`config.mk`:
```
export PLATFORM = sky130hd
export DESIGN_NAME = dmcl_ctrl
export DESIGN_NICKNAME = d
export VERILOG_FILES = /design/src/rtl/dmcl_pkg.sv /design/src/rtl/dmcl_ctrl.sv
export SDC_FILE = /design/constraint.sdc
export NUM_CORES = 1
export LEC_CHECK = 0
export BUFFER_PORTS_ARGS = -buffer_cell sky130_fd_sc_hd__clkbuf_2
export CAP_MARGIN = 20
export CORE_AREA = 2 2 39 41
export CTS_CLUSTER_DIAMETER = 40
export DETAILED_ROUTE_END_ITERATION = 7
export DIE_AREA = 0 0 41 43
export GPL_ROUTABILITY_DRIVEN = 0
export PLACE_DENSITY_LB_ADDON = 0.08
export SLEW_MARGIN = 20
export SYNTH_ARGS = -nofsm -noshare
export SYNTH_HDL_FRONTEND = slang
export SYNTH_SLANG_ARGS = --single-unit
```
`constraint.sdc`:
```
create_clock -name clk_i -period 1.21 [get_ports clk_i]
set_input_delay 0.0605 -clock clk_i [delete_from_list [all_inputs] [get_ports clk_i]]
set_output_delay 0.0605 -clock clk_i [all_outputs]
set_load 0.02 [all_outputs]
```
`src/rtl/dmcl_pkg.sv`:
```
package dmcl_pkg;

  localparam int ADDR_W        = 32;
  localparam int CNT_W         = 32;
  localparam int OFF_W         = 5;
  localparam int IB_W          = 4;
  // Effective index width: holds up to sixteen
  localparam int IBE_W         = 5;
  localparam int CFG_IDX_W     = 1;
  localparam int CFG_DATA_W    = 5;
  localparam int DEF_MAX_LINES = 1024;

  localparam logic [OFF_W-1:0] OFFSET_RESET = 5'd4;
  localparam logic [IB_W-1:0]  INDEX_RESET  = 4'd10;

  localparam logic [CFG_IDX_W-1:0] CFG_OFFSET = 1'b0;
  localparam logic [CFG_IDX_W-1:0] CFG_INDEX  = 1'b1;

  typedef struct packed {
    logic clear;
    logic load;
    logic read;
    logic update;
  } dmcl_cmd_t;

  typedef struct packed {
    logic clear_last;
  } dmcl_status_t;

  // Largest k with 2^k <= n, capped at sixteen
  function automatic int idx_limit(input int n);
    int k;
    k = 0;
    for (int i = 0; i < 16; i++) begin
      if ((2 << i) <= n) begin
        k = i + 1;
      end
    end
    return k;
  endfunction

endpackage

```
`src/rtl/dmcl_ctrl.sv`:
```
module dmcl_ctrl
  import dmcl_pkg::*;
(
  input  logic         clk_i,
  input  logic         rst_ni,
  input  logic         start_i,
  output logic         busy_o,
  output dmcl_cmd_t    cmd_o,
  input  dmcl_status_t status_i
);

  localparam logic [1:0] ST_CLEAR = 2'd0;
  localparam logic [1:0] ST_IDLE  = 2'd1;
  localparam logic [1:0] ST_READ  = 2'd2;
  localparam logic [1:0] ST_CMP   = 2'd3;

  logic [1:0] state_q, state_d;

  always_ff @(posedge clk_i or negedge rst_ni) begin
    if (!rst_ni) begin
      state_q <= ST_CLEAR;
    end else begin
      state_q <= state_d;
    end
  end

  always_comb begin
    state_d = state_q;
    cmd_o   = '0;
    case (state_q)
      ST_CLEAR: begin
        cmd_o.clear = 1'b1;
        if (status_i.clear_last) begin
          state_d = ST_IDLE;
        end
      end
      ST_IDLE: begin
        if (start_i) begin
          cmd_o.load = 1'b1;
          state_d    = ST_READ;
        end
      end
      ST_READ: begin
        cmd_o.read = 1'b1;
        state_d    = ST_CMP;
      end
      ST_CMP: begin
        cmd_o.update = 1'b1;
        state_d      = ST_IDLE;
      end
      default: begin
        state_d = ST_IDLE;
      end
    endcase
  end

  assign busy_o = (state_q != ST_IDLE);

endmodule

```
Yosys cells after proc, flatten, opt, wreduce, memory -nomap -nowiden
Index checks and enable logic that the tools add are counted.
- bits in registers: 2
- latch bits: 0
- bits in writable memories: 0
- ROM bits: 0
- input port bits: 4
- output and inout port bits: 5
- memories: 0
- add/subtract/negate cells: 0
- multipliers: 0
- divide/modulo/power cells: 0
- magnitude comparators: 0
- eq/ne operators: 6
- shifts and indexed selects: 0
- multiplexer cells: 8
- bitwise operators: 0
- reduce and logical (&&, ||, !) cells: 2
- operators by type and width (kind ; number):
    case mux 2 bit (4 select lines) ; 1
    two-way mux 1 bit ; 5
    == test 2 bit (second input constant) ; 2
    two-way mux 2 bit ; 2
    inequality test 2 bit (second input constant) ; 2
    == test 2 x 1 -> 1 bit (second input constant) ; 1
    zero test 2 bit ; 1
    inequality test 2 x 1 -> 1 bit (second input constant) ; 1
    AND reduction 2 bit ; 1

Longest topological paths before layout
Gate-level depths: netlist (run 1).
- depth in word-level cells: 3
- mapped depth: 5

Least setup slack after synthesis (run 1)
Ideal clock, no wire load.
- path kind: register to register
- start: register state_q[0]
- end: register state_q[1]
- setup time: 125 ps
- data arrival time: 1261 ps
- data required time: 1085 ps
- slack: -176 ps
- stages on the path, launching flop included: 6
- period minus slack after synthesis: 1386 ps
- path through: dfrtp_1 inv_1 ha_1 nor2b_4 a21oi_2 mux2_4
- word-level cells in the longest chain between the ends: 3
- elaborated cells on any way between the ends: 8
- RTL lines (what ; RTL line ; text):
    from (decl) ; dmcl_ctrl.sv:17 ; logic [1:0] state_q, state_d;
    from (signal assigned) ; dmcl_ctrl.sv:23 ; state_q <= state_d;
    == test 2 x 1 -> 1 bit / zero test 2 bit (equally long branches) ; dmcl_ctrl.sv:30 ; case (state_q)
    inequality test 2 bit (no line) ; - ;
    AND reduction 2 bit (no line) ; - ;
Parallel ways exist; a longest one is shown, timed or not.
A chain may end at the register's enable or synchronous reset.

Worst setup path after layout (run 1)
Same ends and word-level chain as after synthesis.

==> out/qor.yml, run 1 <==
status: "complete, but fails checks"
violations: "negative setup slack"
ant_nets: 0
use_met2_pct: 8.438
largestRegisters: "state_q x2"
port_buffers: 8
syn_avg_cell_area_um2: 10.40
preCtsSetupSlack_ns: -0.08016
powerDensity_nw_per_um2: 2598
dp_cells: 45
synth_top_area_share_pct: 30.08
leakagePower_nw: 0.1807
syn2layout_area_growth_pct: 134.6
timing.final.crit_share_pct: 105.4
rows: 14
clock_skew_ns: 0.003668
max_slew_margin_pct: 87.71
wirelength_um: 404
netlist_top_cells_area: "dfrtp_1 (30%), ha_1 (30%), inv_1 (9.0%)"
layout.nets: 44
busiest_layer: "met2"
fp.dieW_um: 41
power.total_mw: 1.014
path_clk_slew_ns: 0.03
antenna_found_initial: 0
nFillCells: 157
dp_hpwl_um: 299.7
start_util_pct: 12.03
drt-initial-drc-count: 1
p_seq_share_pct: 13.6
diodes: 0
ys_seq_elements: 2
io_pins: 9
cts_htree_levels: 1
synthCells: 16
drc_errors: 0
met3_usage_pct: 3.141
synth_warnings: 0
share_comb_of_total_power_pct: 71.6
grt_usage_pct: 6.219
hold_viol_final: 0
power.switching_mw: 0.3978
synth_area_um2: 166.4
cp_slowest_cell: "dfrtp_2"
synth_nets: 24
criticalPathCategory: "reg -> reg"
report.final.slew_viol_count: 0
stdcell_count: 50
switching_share_pct: 39.22
grt_pass1_vias: 193
cpLargestDelayFamily: "flip-flops"
synth_area_leader_cell: "dfrtp_1"
start_kind: "register"
worstMarginPinSlew_ns: 0.1842
cts_buffer_depth: 2
fmax_mhz: 783.9
crit_fanout: 4
grt_overflow: 0
critPathBufInv: 1
worstPathCellList: "inv_2, ha_4, nor2b_4, a21oi_2, mux2_4"
vias_per_cell: 3.480
cp.required_ns: 1.32
root_buffer: "clkbuf_4"
fp.coreArea_um2: 1384
cp.arrival_ns: 1.38
avgRoutedWirePerCell_um: 8.080
clk_latency_ns: 0.23
largest_reg_flops: 2
seq_area_frac_synth_pct: 30.08
cts_tree: "done"
rsz0062_at_grt: "true"
vdd_drop_max_mv: 0.8885
regMostFlops: "state_q"
chipHeight_um: 43
slowest_delay_ns: 0.40
synth_cell_types: 8
dr_total_vias: 174
holdWs_ns: 0.1534
grt_util_met1_pct: 6.410
clock_sinks: 2
grt_start_max_net_pins: 5
grt_pass1_wl_um: 703
internal_power_mw: 0.6165
p_clk_share_pct: 14.8
cts_buffers: 3
hp-class: "in -> async"
worst_slack_ns: -0.06561
setup_viol_count_final: 2
maxCapViolCount: 0
drt_first_pass_iters: 2
end_kind: "register"
finalCriticalPeriod_ns: 1.276
stdcell_area_um2: 390.4
die_area_um2: 1763
drive_gt1_share_pct: 88.24
postPlaceCellArea_um2: 276.5
## cell families (layout without fill, tap and decap cells)
logic type               after synthesis  count (layout)  synth area share [%]
AO/OA/AOI/OAI                          3               3                 11.28
adder cells (fa/ha/maj)                4               4                 30.08
buffers and inverters                  4              22                 9.020
flip-flops                             2               2                 30.08
multiplexers                           1               1                 9.020
AND/OR/NAND/NOR                        2               2                 10.52
## placed cells by master (no fill, tap or decap), types with 2 or more instances in the layout
master	count
buf_4	5
inv_2	2
clkbuf_4	3
buf_6	4
clkbuf_2	4
ha_4	3
## timing repair
item,CTS,global route
setup buffers,0,1
hold endpoints to repair,2,0
hold buffers,1,0
setup endpoints to repair,5,5
pin swaps,2,3
gates resized for setup,11,14
## stage by stage
step	TNS, ns	util, %
4_1_cts	-0.1598	25.50
2_1_floorplan	-0.05936	-
5_1_grt	-0.2648	28.21
6_report	-0.08733	28.21
3_5_place_dp	-0.08537	19.98
3_3_place_gp	-0.1155	19.98
## Yosys cell counts, drive strengths merged
cell and count:
ha 4, inv 4, dfrtp 2, o21ai 2
a21oi 1, mux2 1, nor2 1, nor2b 1
## power by group through the flow
stage	Combinational (mW)	Sequential, mW	Clock, mW
2_1_floorplan	0.329	0.131	0
3_3_place_gp	0.525	0.131	0
3_5_place_dp	0.518	0.131	0
4_1_cts	0.621	0.137	0.158
5_1_grt	0.801	0.142	0.167
6_report	0.726	0.137	0.150
## routing by layer
| layer | vias up | routed length [um] |
|---|---|---|
| li1 | 85 | - |
| met1 | 82 | 154 |
| met2 | 7 | 222 |
| met3 | 0 | 27 |
| met4 | 0 | 0 |
| met5 | - | 0 |
## path summary, 6_finish.rpt
check / slack, ns / startpoint / cells past startpoint / endpoint
worst min register to register: 0.66 / state_q[1]$_DFFE_PN0P_ / 2 / state_q[1]$_DFFE_PN0P_
worst max-delay path: -0.07 / state_q[0]$_DFFE_PN0P_ / 5 / state_q[1]$_DFFE_PN0P_
max in group asynchronous: 0.94 / rst_ni / 2 / state_q[0]$_DFFE_PN0P_
worst min-delay path: 0.15 / rst_ni / 2 / state_q[1]$_DFFE_PN0P_
worst max register to register: -0.07 / state_q[0]$_DFFE_PN0P_ / 5 / state_q[1]$_DFFE_PN0P_
min in group clk_i: 0.21 / start_i / 4 / state_q[0]$_DFFE_PN0P_
## area by class of cell
cell class / instances / area [um^2] / area share, %
Multi-Input combinational cell: 10 / 152.6 / 39.10
Timing Repair Buffer: 15 / 126.4 / 32.37
Sequential cell: 2 / 51.30 / 13.14
Clock buffer: 3 / 22.52 / 5.769
Tap cell: 16 / 20.02 / 5.128
Inverter: 4 / 17.52 / 4.487
Power figures use the tool's default switching activity.
==> inputs of run 2 (changes only) <==
Settings changed: TNS_END_PERCENT set to 50.
==> out/qor.yml, run 2 (same netlist as run 1, synthesis figures left out) <==
fp.coreArea_um2: 1384
drt_first_pass_iters: 2
fp.dieW_um: 41
worstRegToRegCells: 5
dr_total_vias: 171
powerDensity_nw_per_um2: 2622
cp_slowest_cell: "dfrtp_2"
hp-class: "in -> async"
clock_sinks: 2
maxCapViolCount: 0
preCtsSetupSlack_ns: -0.08016
rows: 14
setup_viol_count_final: 2
criticalPathCategory: "reg -> reg"
cts_htree_levels: 1
violations: "negative setup slack"
grt_pass1_wl_um: 690
cpLargestDelayFamily: "flip-flops"
end_kind: "register"
timing.final.crit_share_pct: 105.6
hold_viol_final: 0
max_slew_margin_pct: 87.86
wirelength_um: 402
leakagePower_nw: 0.1791
report.final.slew_viol_count: 0
regMostFlops: "state_q"
chipHeight_um: 43
drt-initial-drc-count: 1
largestRegisters: "state_q x2"
reg2reg_from: "state_q[0]$_DFFE_PN0P_"
critPathBufInv: 1
path_clk_slew_ns: 0.03
r2r-end: "state_q[1]$_DFFE_PN0P_"
worst_slack_ns: -0.06753
cts_buffers: 3
vdd_drop_max_mv: 0.8720
largest_reg_flops: 2
utilization_pct: 26.04
final_common_cell: "buf_4"
vias_per_cell: 3.420
clock_skew_ns: 0.003259
avgRoutedWirePerCell_um: 8.040
crit_fanout: 4
worstPathCellList: "inv_2, ha_4, nor2b_4, a21oi_2, mux2_4"
clk_latency_ns: 0.23
worstMarginPinSlew_ns: 0.1819
nFillCells: 157
antenna_found_initial: 0
grt_pass1_vias: 192
dp_hpwl_um: 299.7
finalCriticalPeriod_ns: 1.278
root_buffer: "clkbuf_4"
start_kind: "register"
drc_errors: 0
syn2layout_area_growth_pct: 116.5
rsz0062_at_grt: "true"
port_buffers: 8
cts_tree: "done"
die_area_um2: 1763
diodes: 0
cts_buffer_depth: 2
fmax_mhz: 782.8
io_pins: 9
reg2reg_slack_ns: -0.07
grt_overflow: 0
layout.nets: 44
status: "complete, but fails checks"
layout_common_cells: "buf_4 (5), clkbuf_2 (4), clkbuf_4 (3), buf_6 (3)"
drive_gt1_share_pct: 82.35
cp.required_ns: 1.32
slowest_delay_ns: 0.40
start_util_pct: 12.03
ant_nets: 0
grt_start_max_net_pins: 5
cp.arrival_ns: 1.39
grt_usage_pct: 6.118
## run 2: layout make-up
| cell class | instances | area [um^2] | share of cell area [%] |
|---|---|---|---|
| clock buffer | 3 | 22.52 | 6.250 |
| inverter | 4 | 17.52 | 4.861 |
| multi-input combinational | 10 | 137.6 | 38.19 |
| sequential | 2 | 51.30 | 14.24 |
| tap | 16 | 20.02 | 5.556 |
| timing repair buffer | 15 | 111.4 | 30.90 |
## run 2: worst max-delay path by stage
stage	startpoint	to	slack, ns	cells past startpoint
after CTS	state_q[1]$_DFFE_PN0P_	cmd_o[2]	-0.09	6
after detailed placement	state_q[0]$_DFFE_PN0P_	state_q[1]$_DFFE_PN0P_	-0.08	5
final	state_q[0]$_DFFE_PN0P_	state_q[1]$_DFFE_PN0P_	-0.07	5
after global routing	state_q[0]$_DFFE_PN0P_	state_q[1]$_DFFE_PN0P_	-0.10	5
after floorplan	state_q[0]$_DFFE_PN0P_	state_q[1]$_DFFE_PN0P_	-0.06	5
after global placement	state_q[0]$_DFFE_PN0P_	state_q[1]$_DFFE_PN0P_	-0.09	5
## run 2: stage by stage
step | instance area (um^2) | hold WS, ns | power [mW] | cells | TNS [ns]
6_report | 360.3 | 0.1513 | 0.9448 | 50 | -0.09059
5_1_grt | 360.3 | 0.1805 | 1.031 | 50 | -0.3010
4_1_cts | 331.6 | 0.1505 | 0.8792 | 49 | -0.1705
3_5_place_dp | 276.5 | -0.1521 | 0.6487 | 45 | -0.08537
3_3_place_gp | 276.5 | -0.1520 | 0.6557 | 45 | -0.1155
2_1_floorplan | 178.9 | -0.2351 | 0.4598 | 16 | -0.05936
## run 2: repair_timing
action	CTS	global route
hold endpoints to repair	2	0
resized for setup	7	12
hold buffers	1	0
setup endpoints to repair	5	6
pin swaps	2	3
buffers inserted	0	1
## run 2: where the power goes
part	leakage [nW]	internal (mW)	switching (mW)
sequential	0.0213	0.103	0.0350
clock	0.0138	0.110	0.0418
combinational	0.144	0.354	0.301
## run 2: metal layers
layer	GRT usage, %	part of all wire (%)
met1	6.090	36
met2	8.438	54
met3	3.141	10
met4	6.000	0
met5	0	0
